`src/rtl/bcc_pkg.sv`:
```
// shared types and constants for the bcd calendar clock
// no dependencies; imported by every other rtl and tb module
package bcc_pkg;

   // whole calendar state, one packed bcd byte per field plus weekday
   typedef struct packed {
      logic [2:0] weekday;
      logic [7:0] year;
      logic [7:0] month;
      logic [7:0] day;
      logic [7:0] hour;
      logic [7:0] min;
      logic [7:0] sec;
   } time_type;

   localparam int SET_WORD_W = 31;
   localparam int REQ_DATA_W = 32;
   localparam int RSP_DATA_W = 56;

   // item kinds carried on req_tuser
   localparam logic KIND_TICK = 1'b0;
   localparam logic KIND_SET  = 1'b1;

   // state after reset: 23:59:50 on 31 dec 2020, weekday 7
   localparam logic [7:0] RST_SEC     = 8'h50;
   localparam logic [7:0] RST_MIN     = 8'h59;
   localparam logic [7:0] RST_HOUR    = 8'h23;
   localparam logic [7:0] RST_DAY     = 8'h31;
   localparam logic [7:0] RST_MONTH   = 8'h12;
   localparam logic [7:0] RST_YEAR    = 8'h20;
   localparam logic [2:0] RST_WEEKDAY = 3'd7;

   // bcd field ranges
   localparam logic [7:0] SEC_MAX   = 8'h59;
   localparam logic [7:0] MIN_MAX   = 8'h59;
   localparam logic [7:0] HOUR_MAX  = 8'h23;
   localparam logic [7:0] WDAY_MIN  = 8'h01;
   localparam logic [7:0] WDAY_MAX  = 8'h07;
   localparam logic [7:0] DAY_MIN   = 8'h01;
   localparam logic [7:0] MONTH_MIN = 8'h01;
   localparam logic [7:0] MONTH_MAX = 8'h12;
   localparam logic [7:0] YEAR_MAX  = 8'h99;
   localparam logic [7:0] BCD_ZERO  = 8'h00;

   // month lengths in bcd
   localparam logic [7:0] LEN_31 = 8'h31;
   localparam logic [7:0] LEN_30 = 8'h30;
   localparam logic [7:0] LEN_29 = 8'h29;
   localparam logic [7:0] LEN_28 = 8'h28;

   // bcd month codes
   localparam logic [7:0] MON_FEB = 8'h02;
   localparam logic [7:0] MON_APR = 8'h04;
   localparam logic [7:0] MON_JUN = 8'h06;
   localparam logic [7:0] MON_SEP = 8'h09;
   localparam logic [7:0] MON_NOV = 8'h11;

endpackage

```
`src/rtl/bcd_calendar_clock_unit.sv`:
```
// top level of the bcd calendar clock: input register, next-time logic, time register
// depends on bcc_pkg and bcc_next_time
//
// usage
//   req channel: one word per item. req_tuser[0] selects the kind, 0 = one-second
//   tick, 1 = load. on a load req_tdata[30:0] holds the binary time
//   sec[5:0] min[11:6] hour[16:12] day[21:17] month[25:22] year[30:26];
//   on a tick req_tdata is ignored.
//   rsp channel: one word per item with the whole calendar after that item,
//   bcd seconds up to years plus the 3-bit weekday.
// path: an accepted req word passes through the input register, then the time
//   register, where rsp_tvalid rises.
// throughput: one word per cycle unless rsp is held off; the time register is updated
//   and read back through the combinational carry chain; ticks may be back to back.
// reset: the calendar goes to 23:59:50, 31 dec 2020, weekday 7, and both
//   stages empty. no clearing pass.
// stall: while rsp is held off the time register holds the shown word, the
//   input register keeps one more word and req_tready drops only when both
//   stages are full.
module bcd_calendar_clock_unit
   import bcc_pkg::*;
(
   input  logic                  clock,
   input  logic                  reset,
   input  logic                  req_tvalid,
   output logic                  req_tready,
   input  logic [REQ_DATA_W-1:0] req_tdata,  // set_word[30:0], zero pad [31]
   input  logic [0:0]            req_tuser,  // kind[0]
   output logic                  rsp_tvalid,
   input  logic                  rsp_tready,
   output logic [RSP_DATA_W-1:0] rsp_tdata   // sec[7:0] min[15:8] hour[23:16] day[31:24]
                                             // month[39:32] year[47:40] weekday[50:48]
                                             // zero pad [55:51]
);

   // input register stage
   logic                  in_valid_ff, in_valid_in;
   logic                  in_kind_ff;
   logic [SET_WORD_W-1:0] in_word_ff;

   // calendar state doubles as the result register
   time_type time_ff, time_in;
   logic     rsp_valid_ff, rsp_valid_in;

   logic advance;  // input stage moves into the time register
   logic take;     // req word accepted

   assign advance    = in_valid_ff && (!rsp_valid_ff || rsp_tready);
   assign req_tready = !in_valid_ff || advance;
   assign take       = req_tvalid && req_tready;

   assign in_valid_in  = take || (in_valid_ff && !advance);
   assign rsp_valid_in = advance || (rsp_valid_ff && !rsp_tready);

   bcc_next_time u_next (
      .kind     (in_kind_ff),
      .set_word (in_word_ff),
      .cur      (time_ff),
      .nxt      (time_in)
   );

   always_ff @(posedge clock) begin
      if (reset) begin
         in_valid_ff  <= 1'b0;
         rsp_valid_ff <= 1'b0;
      end else begin
         in_valid_ff  <= in_valid_in;
         rsp_valid_ff <= rsp_valid_in;
      end
   end

   // payload of the input stage, loaded on acceptance only
   always_ff @(posedge clock) begin
      if (take) begin
         in_kind_ff <= req_tuser[0];
         in_word_ff <= req_tdata[SET_WORD_W-1:0];
      end
   end

   // calendar state, reset to its start value
   always_ff @(posedge clock) begin
      if (reset) begin
         time_ff.sec     <= RST_SEC;
         time_ff.min     <= RST_MIN;
         time_ff.hour    <= RST_HOUR;
         time_ff.day     <= RST_DAY;
         time_ff.month   <= RST_MONTH;
         time_ff.year    <= RST_YEAR;
         time_ff.weekday <= RST_WEEKDAY;
      end else if (advance) begin
         time_ff <= time_in;
      end
   end

   assign rsp_tvalid = rsp_valid_ff;
   assign rsp_tdata  = {5'b0, time_ff.weekday, time_ff.year, time_ff.month,
                        time_ff.day, time_ff.hour, time_ff.min, time_ff.sec};

endmodule

```
`src/rtl/bcc_next_time.sv`:
```
// next-state logic of the calendar clock: tick carry chain and set decode
// depends on bcc_pkg (time_type, ranges, month codes)
module bcc_next_time
   import bcc_pkg::*;
(
   input  logic                  kind,
   input  logic [SET_WORD_W-1:0] set_word,
   input  time_type              cur,
   output time_type              nxt
);

   // force into range, wrap at max with carry, else bcd increment; {carry, value}
   function automatic logic [8:0] bcd_step(input logic [7:0] v, input logic [7:0] lo,
                                           input logic [7:0] hi);
      logic [7:0] x;
      logic [7:0] y;
      x = ((v < lo) || (v > hi)) ? lo : v;
      y = x + 8'd1;
      if (y[3:0] > 4'd9) begin
         y = y + 8'd6;
      end
      if (x == hi) begin
         return {1'b1, lo};
      end
      return {1'b0, y};
   endfunction

   // binary 0..63 to two bcd digits; tens by reciprocal multiply (13/128)
   function automatic logic [7:0] to_bcd(input logic [5:0] v);
      logic [12:0] p;
      logic [3:0]  tens;
      logic [6:0]  ones;
      p    = 13'(v) * 13'd13;
      tens = 4'(p >> 7);
      ones = 7'(v) - 7'(tens) * 7'd10;
      return {tens, ones[3:0]};
   endfunction

   // floor(23 * m / 9) for m in 0..15
   function automatic logic [5:0] month_term(input logic [3:0] m);
      case (m)
         4'd0:    return 6'd0;
         4'd1:    return 6'd2;
         4'd2:    return 6'd5;
         4'd3:    return 6'd7;
         4'd4:    return 6'd10;
         4'd5:    return 6'd12;
         4'd6:    return 6'd15;
         4'd7:    return 6'd17;
         4'd8:    return 6'd20;
         4'd9:    return 6'd23;
         4'd10:   return 6'd25;
         4'd11:   return 6'd28;
         4'd12:   return 6'd30;
         4'd13:   return 6'd33;
         4'd14:   return 6'd35;
         default: return 6'd38;
      endcase
   endfunction

   logic [5:0]  w_sec, w_min;
   logic [4:0]  w_hour, w_day, w_year;
   logic [3:0]  w_month;
   logic [6:0]  wd_sum;
   logic [13:0] wd_prod;
   logic [6:0]  wd_quot;
   logic [6:0]  wd_rem;
   logic [7:0]  month_len;
   logic [1:0]  leap_mod;
   logic [8:0]  st;
   time_type    tick_t;
   time_type    set_t;

   assign w_sec   = set_word[5:0];
   assign w_min   = set_word[11:6];
   assign w_hour  = set_word[16:12];
   assign w_day   = set_word[21:17];
   assign w_month = set_word[25:22];
   assign w_year  = set_word[30:26];

   // weekday of the loaded date, 0 = sunday; century terms folded into constants
   always_comb begin
      if (w_month < 4'd3) begin
         wd_sum = 7'(month_term(w_month)) + 7'(w_day) + 7'(w_year)
                + 7'((6'(w_year) + 6'd3) >> 2) + 7'd3;
      end else begin
         wd_sum = 7'(month_term(w_month)) + 7'(w_day) + 7'(w_year)
                + 7'(w_year >> 2) + 7'd2;
      end
      // mod 7 by reciprocal 73/512, low by at most one
      wd_prod = 14'(wd_sum) * 14'd73;
      wd_quot = 7'(wd_prod >> 9);
      wd_rem  = wd_sum - 7'(wd_quot * 7'd7);
      if (wd_rem >= 7'd7) begin
         wd_rem = wd_rem - 7'd7;
      end
   end

   always_comb begin
      set_t.sec     = to_bcd(w_sec);
      set_t.min     = to_bcd(w_min);
      set_t.hour    = to_bcd({1'b0, w_hour});
      set_t.day     = to_bcd({1'b0, w_day});
      set_t.month   = to_bcd({2'b00, w_month});
      set_t.year    = to_bcd({1'b0, w_year});
      set_t.weekday = wd_rem[2:0];
   end

   // month length from the month and year held before the tick
   assign leap_mod = 2'({cur.year[7:4], 1'b0} + {1'b0, cur.year[3:0]});

   always_comb begin
      case (cur.month)
         MON_APR, MON_JUN, MON_SEP, MON_NOV: month_len = LEN_30;
         MON_FEB:  month_len = (leap_mod == 2'd0) ? LEN_29 : LEN_28;
         default:  month_len = LEN_31;
      endcase
   end

   // carry chain, each field steps only on the carry of the one below
   always_comb begin
      tick_t = cur;
      st = bcd_step(cur.sec, BCD_ZERO, SEC_MAX);
      tick_t.sec = st[7:0];
      if (st[8]) begin
         st = bcd_step(cur.min, BCD_ZERO, MIN_MAX);
         tick_t.min = st[7:0];
         if (st[8]) begin
            st = bcd_step(cur.hour, BCD_ZERO, HOUR_MAX);
            tick_t.hour = st[7:0];
            if (st[8]) begin
               st = bcd_step({5'b0, cur.weekday}, WDAY_MIN, WDAY_MAX);
               tick_t.weekday = st[2:0];
               st = bcd_step(cur.day, DAY_MIN, month_len);
               tick_t.day = st[7:0];
               if (st[8]) begin
                  st = bcd_step(cur.month, MONTH_MIN, MONTH_MAX);
                  tick_t.month = st[7:0];
                  if (st[8]) begin
                     st = bcd_step(cur.year, BCD_ZERO, YEAR_MAX);
                     tick_t.year = st[7:0];
                  end
               end
            end
         end
      end
   end

   assign nxt = (kind == KIND_SET) ? set_t : tick_t;

endmodule

```
`config.mk`:
```
export PLATFORM = sky130hd
export DESIGN_NAME = bcd_calendar_clock_unit
export DESIGN_NICKNAME = d
export VERILOG_FILES = /design/src/rtl/bcc_pkg.sv /design/src/rtl/bcd_calendar_clock_unit.sv /design/src/rtl/bcc_next_time.sv
export SDC_FILE = /design/constraint.sdc
export NUM_CORES = 1
export LEC_CHECK = 0
export BUFFER_PORTS_ARGS = -buffer_cell sky130_fd_sc_hd__buf_2
export CORE_MARGIN = 10
export CORE_UTILIZATION = 45
export CTS_CLUSTER_SIZE = 16
export DETAILED_ROUTE_END_ITERATION = 8
export PLACE_DENSITY_LB_ADDON = 0.2
export SLEW_MARGIN = 20
export SYNTH_ARGS = -nofsm -noshare
export SYNTH_HDL_FRONTEND = slang
export SYNTH_SLANG_ARGS = --single-unit
```
`constraint.sdc`:
```
create_clock -name clock -period 9.8 [get_ports clock]
set_input_delay 1.47 -clock clock [delete_from_list [all_inputs] [get_ports clock]]
set_output_delay 1.47 -clock clock [all_outputs]
set_load 0.01 [all_outputs]
```
==> results of run 1 <==
[state kept, by name, indices dropped and copies added, names as in the netlist, named ones only]
| register | cells |
|---|---|
| rsp_tdata | 51 |
| in_word_ff | 31 |
| in_kind_ff | 1 |
| in_valid_ff | 1 |
| rsp_tvalid | 1 |
[worst register-to-register path, delay by kind of cell (launching register included)]
family,cells,cell delay (ns)
compound gates,9,2.03
xor+xnor,4,0.71
fa+ha+maj,11,3.99
buf+inv,4,0.29
flops,1,0.53
simple gates,6,1.25
[cell type report]
cell class	instances	area share
clock inverters	7	0.00683
flip-flops and latches	91	0.202
well taps	275	0.0324
clock buffers	9	0.0212
repair buffers	92	0.0443
multi-input cells	839	0.640
inverters	151	0.0533
[cell usage in the layout, fill, tap and decap left out, types with 5 or more instances in the layout]
cell type / Yosys / layout
xnor2_1: 44 / 44
conb_1: 1 / 5
mux2i_1: 6 / 6
nand3_1: 26 / 26
ha_1: 168 / 168
nand2_1: 73 / 73
fa_1: 33 / 33
dfxtp_1: 59 / 59
a211oi_1: 15 / 15
nor2b_1: 10 / 10
clkbuf_16: 0 / 9
edfxtp_1: 32 / 32
nor2_1: 72 / 72
nand2b_1: 10 / 10
o21bai_1: 8 / 8
o22ai_1: 6 / 6
nor4_1: 10 / 10
o21ai_1: 5 / 5
o21ai_0: 49 / 49
and3_1: 11 / 11
xor2_1: 43 / 43
nor3_1: 25 / 25
a221oi_1: 16 / 16
o211ai_1: 6 / 6
a21o_1: 18 / 18
o31ai_1: 5 / 5
and2_1: 10 / 10
a41o_1: 9 / 9
a31oi_1: 11 / 11
buf_2: 1 / 88
o221ai_1: 6 / 6
or3_1: 11 / 11
a21oi_1: 52 / 52
inv_1: 150 / 150
[stage by stage]
step	utilization	area, um2	setup slack (ns)	hold WS [ns]	std cells
after floorplan	-	9710	1.89	0.488	1123
after global placement	0.490	10300	1.00	0.459	1448
after detailed placement	0.490	10300	0.950	0.478	1448
after CTS	0.504	10600	0.893	0.492	1464
after global routing	0.504	10600	0.130	0.518	1464
final	0.504	10600	0.896	0.488	1464
[kinds of logic after synthesis]
family / synth area share
buf+inv: 0.0791
xor+xnor: 0.0786
fa+ha+maj: 0.285
compound gates: 0.181
other cells: 0.000387
mux: 0.00852
flops: 0.221
simple gates: 0.147
[final timing paths]
path / to / slack (ns) / start
min: rsp_tdata[30] / 0.49 / rsp_tdata[30]
min reg2reg: rsp_tdata[30] / 0.49 / rsp_tdata[30]
max reg2reg: rsp_tdata[49] / 0.90 / in_word_ff[26]
max: rsp_tdata[49] / 0.90 / in_word_ff[26]
[routing by layer]
metal  wire (um)  global-route usage  up-vias
met1       11000               0.212     3739
met3        1010              0.0374       13
li1            -                   -     4064
met2       10800               0.279      160
met5           0                   0        -
met4         139              0.0218        0
==> flow_summary_export.csv, run 1 <==
group,metric,value,unit
cts,clock_latency,0.36,ns
critical_path,start_kind,"flip-flop",
final_layout,fillCellCount,2018,
detailed_routing,routed_via_density,5.45,
critical_path,ff2ff_path_depth,34,
floorplan,dieArea,0.0278,mm2
floorplan,die_width,167,um
detailed_routing,route.detailed.drc,0,
place,port_buffers,88,
critical_path,cpPeakStageDelay,0.53,ns
final_layout,multi_input_area,0.00680,mm2
critical_path,path_common_cell,"ha_1",
floorplan,start_util,0.460,
floorplan,core,0.0211,mm2
hold_path,holdPathStages,2,
floorplan,rows,53,
sta,finalCriticalPeriod,8.90,ns
cts,clkTransAtPathRegs,0.07,ns
sta,setup_viol,0,
sta,max_freq,112,MHz
sta,rsz0062_at_grt,"no",
logic_synthesis,synth_top_area_share,0.217,
global_routing,grtUsageTotal,0.164,
place,place_congestion,0.868,
sta,fin_tns_setup,0,ns
logic_synthesis,synth_edf_count,32,
place,dp_hpwl,18100,um
final_layout,seqCellArea,0.00214,mm2
logic_synthesis,syn_inst,1119,
floorplan,io-pin-count,95,
critical_path,crit_arrival,9.16,ns
logic_synthesis,async_reset_ff_frac,0,
critical_path,path_max_fanout,6,
logic_synthesis,yosysWarnings,0,
detailed_routing,final_antenna_net_count,0,
cts,cts_setup_buffers,0,
cts,cts_max_path_buffers,2,
logic_synthesis,ys_ff_latch,91,
logic_synthesis,syn-cell-area,0.00970,mm2
sta,max_slew_margin,0.344,
global_routing,grt_max_degree,38,
cts,cts_tree,"done",
critical_path,crit_type,"reg -> reg",
floorplan,die_h,167,um
cts,clock_sinks,91,
sta,hold_violations,0,
critical_path,path_depth,34,
final_layout,nets,1422,
cts,clockRootBuffer,"clkbuf_16",
detailed_routing,vias,7976,
global_routing,grt_pass1_wl,38800,um
detailed_routing,routed_wl,23000,um
logic_synthesis,avgSynthCellArea,8.67,um2
cts,htree_levels,3,
critical_path,cp.required,10.06,ns
logic_synthesis,yosysTopAreaCell,"ha_1",
critical_path,cp_slowest_cell,"edfxtp_1",
logic_synthesis,ys_seq_area_frac,0.221,
detailed_routing,drtPass1Iterations,5,
logic_synthesis,synth.most_common_cell,"ha_1",
logic_synthesis,synthTopCellsByCount,"168 x ha_1, 150 x inv_1, 73 x nand2_1",
sta,min_period_over_period,0.909,
sta,worst_pin_slew,0.982,ns
final_layout,antenna_cells,0,
cts,cts_buffers,9,
global_routing,grt_pass1_vias,7822,
global_routing,grt_overflow,0,
hold_path,hold_path_class,"reg -> reg",
logic_synthesis,synthFlopType,"dfxtp_1",
detailed_routing,wl_per_cell,15.7,um
critical_path,worst_path_dominant_cell_family,"adder cells",
final_layout,syn2layout_area_growth,9.56,%
critical_path,cp-end-kind,"flip-flop",
sta,skew,0.00733,ns
flow_run,max_cap_violations,0,
logic_synthesis,netlist_top_cells_area,"ha_1 22%, dfxtp_1 12%, edfxtp_1 9.9%",
global_routing,antenna_found_initial,0,
critical_path,path_buf_inv,4,
cts,ctsResizeCount,0,
detailed_routing,drt_iter0_markers,422,
logic_synthesis,synth.distinct_cells,75,
final_layout,drive_gt1_frac,0.109,
run_status,status,"completed",
sta,slew_viol_final,0,
cts,postCtsHoldBufs,0,
Power of run 1 is left out: the tool's default activity adds up to more than one toggle a clock period on the data nets, which glitch-free logic cannot reach.
==> run 2: changes to the inputs <==
--- a/config.mk
+++ b/config.mk
@@ -7,7 +7,7 @@
 export LEC_CHECK = 0
 export BUFFER_PORTS_ARGS = -buffer_cell sky130_fd_sc_hd__buf_2
 export CORE_MARGIN = 10
-export CORE_UTILIZATION = 45
+export CORE_UTILIZATION = 40
 export CTS_CLUSTER_SIZE = 16
 export DETAILED_ROUTE_END_ITERATION = 8
 export PLACE_DENSITY_LB_ADDON = 0.2
==> run 2 against run 1 <==
Compared with the run above: via count is 0.56% lower; clock skew decreased by 0.0021 ns; utilization decreased by 5.2 points; fmax is 0.43% lower; largest cell class unchanged.
==> flow_summary_export.csv, run 2 (same netlist as run 1, synthesis figures left out) <==
group,metric,value,unit
critical_path,r2r-start,"in_word_ff[26]",
floorplan,core,0.0237,mm2
sta,setup_viol,0,
cts,cts_setup_buffers,0,
critical_path,start_kind,"flip-flop",
sta,max_freq,112,MHz
place,dp_hpwl,18800,um
place,dpl_worst_slack,0.838,ns
critical_path,crit_type,"reg -> reg",
final_layout,drive_gt1_frac,0.110,
floorplan,die_width,176,um
critical_path,path_depth,34,
cts,clockRootBuffer,"clkbuf_16",
sta,rsz0062_at_grt,"no",
floorplan,rows,56,
critical_path,ff2ff_path_depth,34,
detailed_routing,drtPass1Iterations,5,
global_routing,grt_overflow,0,
detailed_routing,routed_wl,23800,um
place,port_buffers,88,
detailed_routing,route.detailed.drc,0,
cts,cts_tree,"done",
detailed_routing,final_antenna_net_count,0,
cts,clkTransAtPathRegs,0.07,ns
final_layout,nets,1424,
critical_path,path_buf_inv,2,
global_routing,grt_max_degree,38,
final_layout,mostFrequentLayoutCells,"168 x ha_1, 150 x inv_1, 88 x buf_2",
cts,cts_buffers,9,
critical_path,reg2reg_to,"rsp_tdata[49]",
sta,skew,0.00522,ns
final_layout,post-route-util,0.452,
sta,worst_slack,0.857,ns
critical_path,r2r_slack,0.86,ns
cts,clock_sinks,91,
hold_path,holdPathStages,2,
critical_path,cp-end-kind,"flip-flop",
critical_path,worst_path_dominant_cell_family,"adder cells",
hold_path,hold_path_class,"reg -> reg",
critical_path,cpPeakStageDelay,0.55,ns
hold_path,min_to,"rsp_tdata[30]",
sta,hold_violations,0,
sta,min_period_over_period,0.913,
global_routing,grt_pass1_wl,39800,um
cts,cts_max_path_buffers,2,
detailed_routing,wl_per_cell,15.8,um
global_routing,grt_pass1_vias,7897,
detailed_routing,drt_iter0_markers,443,
hold_path,hold_start,"rsp_tdata[30]",
floorplan,dieArea,0.0309,mm2
detailed_routing,vias,7931,
floorplan,die_h,176,um
sta,max_slew_margin,0.459,
flow_run,max_cap_violations,0,
cts,postCtsHoldBufs,0,
critical_path,cp.required,10.06,ns
critical_path,crit_arrival,9.20,ns
sta,finalCriticalPeriod,8.94,ns
critical_path,cp_slowest_cell,"edfxtp_1",
run_status,status,"completed",
global_routing,grtUsageTotal,0.155,
final_layout,layout_commonest_cell,"ha_1",
critical_path,path_max_fanout,6,
final_layout,syn2layout_area_growth,10.3,%
global_routing,antenna_found_initial,1,
cts,clock_latency,0.36,ns
sta,fin_tns_setup,0,ns
cts,ctsResizeCount,0,
floorplan,io-pin-count,95,
critical_path,path_common_cell,"ha_1",
sta,slew_viol_final,0,
sta,worst_pin_slew,0.808,ns
place,place_congestion,0.851,
floorplan,start_util,0.409,
detailed_routing,routed_via_density,5.25,
final_layout,largest_reg_flops,51,
cts,htree_levels,3,
## run 2: changes by cell type in the layout (fill, tap and decap cells not counted)
cell,previous run,this run
diode_2,0,1
bufinv_16,0,1
clkinv_2,0,1
buf_4,4,6
inv_8,2,1
inv_6,1,2
clkinv_1,1,2
clkinv_4,2,0
clkinv_8,1,0
## run 2: worst max-delay path by stage
stage                               from       endpoint
after global placement    in_word_ff[26]  rsp_tdata[49]
after global routing      in_word_ff[26]  rsp_tdata[49]
after CTS                 in_word_ff[26]  rsp_tdata[49]
after floorplan           in_word_ff[26]  rsp_tdata[49]
after detailed placement  in_word_ff[26]  rsp_tdata[49]
final                     in_word_ff[26]  rsp_tdata[49]
## run 2: routing by layer
layer | part of all wire | vias to the layer above | track usage
li1 | - | 4074 | -
met1 | 0.49 | 3721 | 0.205
met2 | 0.46 | 119 | 0.255
met3 | 0.036 | 17 | 0.0305
met4 | 0.011 | 0 | 0.0371
met5 | 0 | - | 0
## run 2: per-stage QoR
| stage | area [um2] | cells | hold slack, ns |
|---|---|---|---|
| 2_1_floorplan | 9710 | 1123 | 0.488 |
| 3_3_place_gp | 10400 | 1494 | 0.486 |
| 3_5_place_dp | 10400 | 1494 | 0.494 |
| 4_1_cts | 10700 | 1510 | 0.505 |
| 5_1_grt | 10700 | 1511 | 0.523 |
| 6_report | 10700 | 1511 | 0.499 |
## run 2: cell type report
| class | instances | area (um2) |
|---|---|---|
| flip-flops and latches | 91 | 2140 |
| diodes | 1 | 2.50 |
| inverters | 151 | 567 |
| clock buffers | 9 | 225 |
| clock inverters | 7 | 75.1 |
| well taps | 319 | 399 |
| fillers | 2415 | 13000 |
| repair buffers | 94 | 485 |
| multi-input cells | 839 | 6800 |
## run 2: worst min-delay path: stages, from the launching register on
cell     delay (ns)
dfxtp_1        0.34
nand2_1        0.07
a21oi_1        0.05
Power of run 2 is left out for the same reason.
==> run 3: changes to the inputs <==
--- a/config.mk
+++ b/config.mk
@@ -11,6 +11,7 @@
 export CTS_CLUSTER_SIZE = 16
 export DETAILED_ROUTE_END_ITERATION = 8
 export PLACE_DENSITY_LB_ADDON = 0.2
+export REMOVE_ABC_BUFFERS = 1
 export SLEW_MARGIN = 20
 export SYNTH_ARGS = -nofsm -noshare
 export SYNTH_HDL_FRONTEND = slang
==> run 3 against run 2 <==
Compared with the run above: utilization increased by 0.16 points; sequential cell count unchanged; wire length decreased by 1.3%; critical path depth unchanged; count of clock-buffer cells in the layout increased by 4; clock skew increased by 0.0058 ns; first-iteration DRC count decreased by 40%; non-clock buffer count increased by 3; final cell count increased by 0.20%; sequential share of layout area decreased by 0.072 points; global-route usage decreased by 0.31 points; critical endpoint unchanged.
==> flow_summary_export.csv, run 3 (same netlist as run 1, synthesis figures left out) <==
group,metric,value,unit
run_status,status,"completed",
detailed_routing,wl_per_cell,15.5,um
floorplan,die_h,176,um
cts,clkTransAtPathRegs,0.07,ns
sta,min_period_over_period,0.897,
sta,worst_slack,1.01,ns
sta,slew_viol_final,0,
critical_path,path_max_fanout,6,
detailed_routing,final_antenna_net_count,0,
detailed_routing,vias,7911,
sta,finalCriticalPeriod,8.79,ns
final_layout,drive_gt1_frac,0.112,
global_routing,antenna_found_initial,1,
floorplan,rows,56,
sta,fin_tns_setup,0,ns
hold_path,hold_path_class,"reg -> reg",
sta,max_freq,114,MHz
critical_path,crit_arrival,9.04,ns
sta,skew,0.0110,ns
cts,cts_max_path_buffers,2,
final_layout,syn2layout_area_growth,10.7,%
global_routing,grtUsageTotal,0.152,
global_routing,grt_overflow,0,
critical_path,cpPeakStageDelay,0.51,ns
global_routing,grt_pass1_vias,7897,
detailed_routing,routed_via_density,5.23,
cts,ctsResizeCount,0,
cts,cts_tree,"done",
cts,clock_sinks,91,
global_routing,grt_max_degree,38,
flow_run,max_cap_violations,0,
sta,max_slew_margin,0.472,
critical_path,path_buf_inv,2,
critical_path,crit_type,"reg -> reg",
place,dpl_worst_slack,0.966,ns
detailed_routing,drtPass1Iterations,4,
critical_path,worst_path_dominant_cell_family,"adder cells",
critical_path,cp-end-kind,"flip-flop",
sta,hold_violations,0,
floorplan,core,0.0237,mm2
final_layout,nets,1427,
final_layout,mostFrequentLayoutCells,"168 x ha_1, 150 x inv_1, 88 x buf_2",
detailed_routing,drt_iter0_markers,267,
critical_path,path_common_cell,"ha_1",
critical_path,ff2ff_path_depth,34,
final_layout,layout_commonest_cell,"ha_1",
floorplan,io-pin-count,95,
critical_path,cp.required,10.05,ns
critical_path,start_kind,"flip-flop",
final_layout,largest_reg_flops,51,
cts,cts_buffers,9,
place,place_congestion,0.862,
place,port_buffers,88,
floorplan,dieArea,0.0309,mm2
cts,cts_setup_buffers,0,
cts,clockRootBuffer,"clkbuf_16",
critical_path,path_depth,34,
detailed_routing,route.detailed.drc,0,
sta,rsz0062_at_grt,"no",
cts,postCtsHoldBufs,0,
floorplan,die_width,176,um
cts,htree_levels,3,
critical_path,cp_slowest_cell,"edfxtp_1",
sta,worst_pin_slew,0.782,ns
place,dp_hpwl,18400,um
global_routing,grt_pass1_wl,39300,um
detailed_routing,routed_wl,23500,um
hold_path,holdPathStages,2,
cts,clock_latency,0.35,ns
sta,setup_viol,0,
floorplan,start_util,0.409,
## run 3: cell types whose count changed in the layout (fill, tap and decap cells not counted), sizes merged
cell	delta
clkinv	-2
clkbuf	+4
bufinv	-1
buf	+3
clkinvlp	-1
## run 3: routing by layer
layer / track usage / share of wire / vias up
met5: 0 / 0 / -
met4: 0.0293 / 0.0079 / 0
met3: 0.0266 / 0.035 / 14
met2: 0.256 / 0.47 / 106
met1: 0.201 / 0.49 / 3714
li1: - / - / 4077
## run 3: cell type report
class	instances	area, um2
Fill cell	2413	12900
Multi-Input combinational cell	839	6800
Sequential cell	91	2140
Inverter	151	567
Timing Repair Buffer	97	508
Tap cell	319	399
Clock buffer	13	293
Clock inverter	3	23.8
Antenna cell	1	2.50
## run 3: stage by stage
| step | hold slack, ns | std cells | utilization | cell area, um2 |
|---|---|---|---|---|
| global route | 0.512 | 1513 | 0.453 | 10700 |
| floorplan | 0.482 | 1081 | - | 9510 |
| global placement | 0.456 | 1497 | 0.440 | 10400 |
| detailed placement | 0.472 | 1497 | 0.440 | 10400 |
| finish | 0.477 | 1514 | 0.453 | 10700 |
| CTS | 0.481 | 1513 | 0.453 | 10700 |
## run 3: worst min-delay path, stage by stage, from the launching register on
cell and delay [ns]:
dfxtp_1 0.32, nand2_1 0.06, a21oi_1 0.05
## run 3: path summary, 6_finish.rpt
path	slack, ns	to	startpoint
min reg2reg	0.48	rsp_tdata[30]	rsp_tdata[30]
max reg2reg	1.01	rsp_tdata[49]	in_word_ff[26]
max	1.01	rsp_tdata[49]	in_word_ff[26]
min	0.48	rsp_tdata[30]	rsp_tdata[30]
Power of run 3 is left out for the same reason.
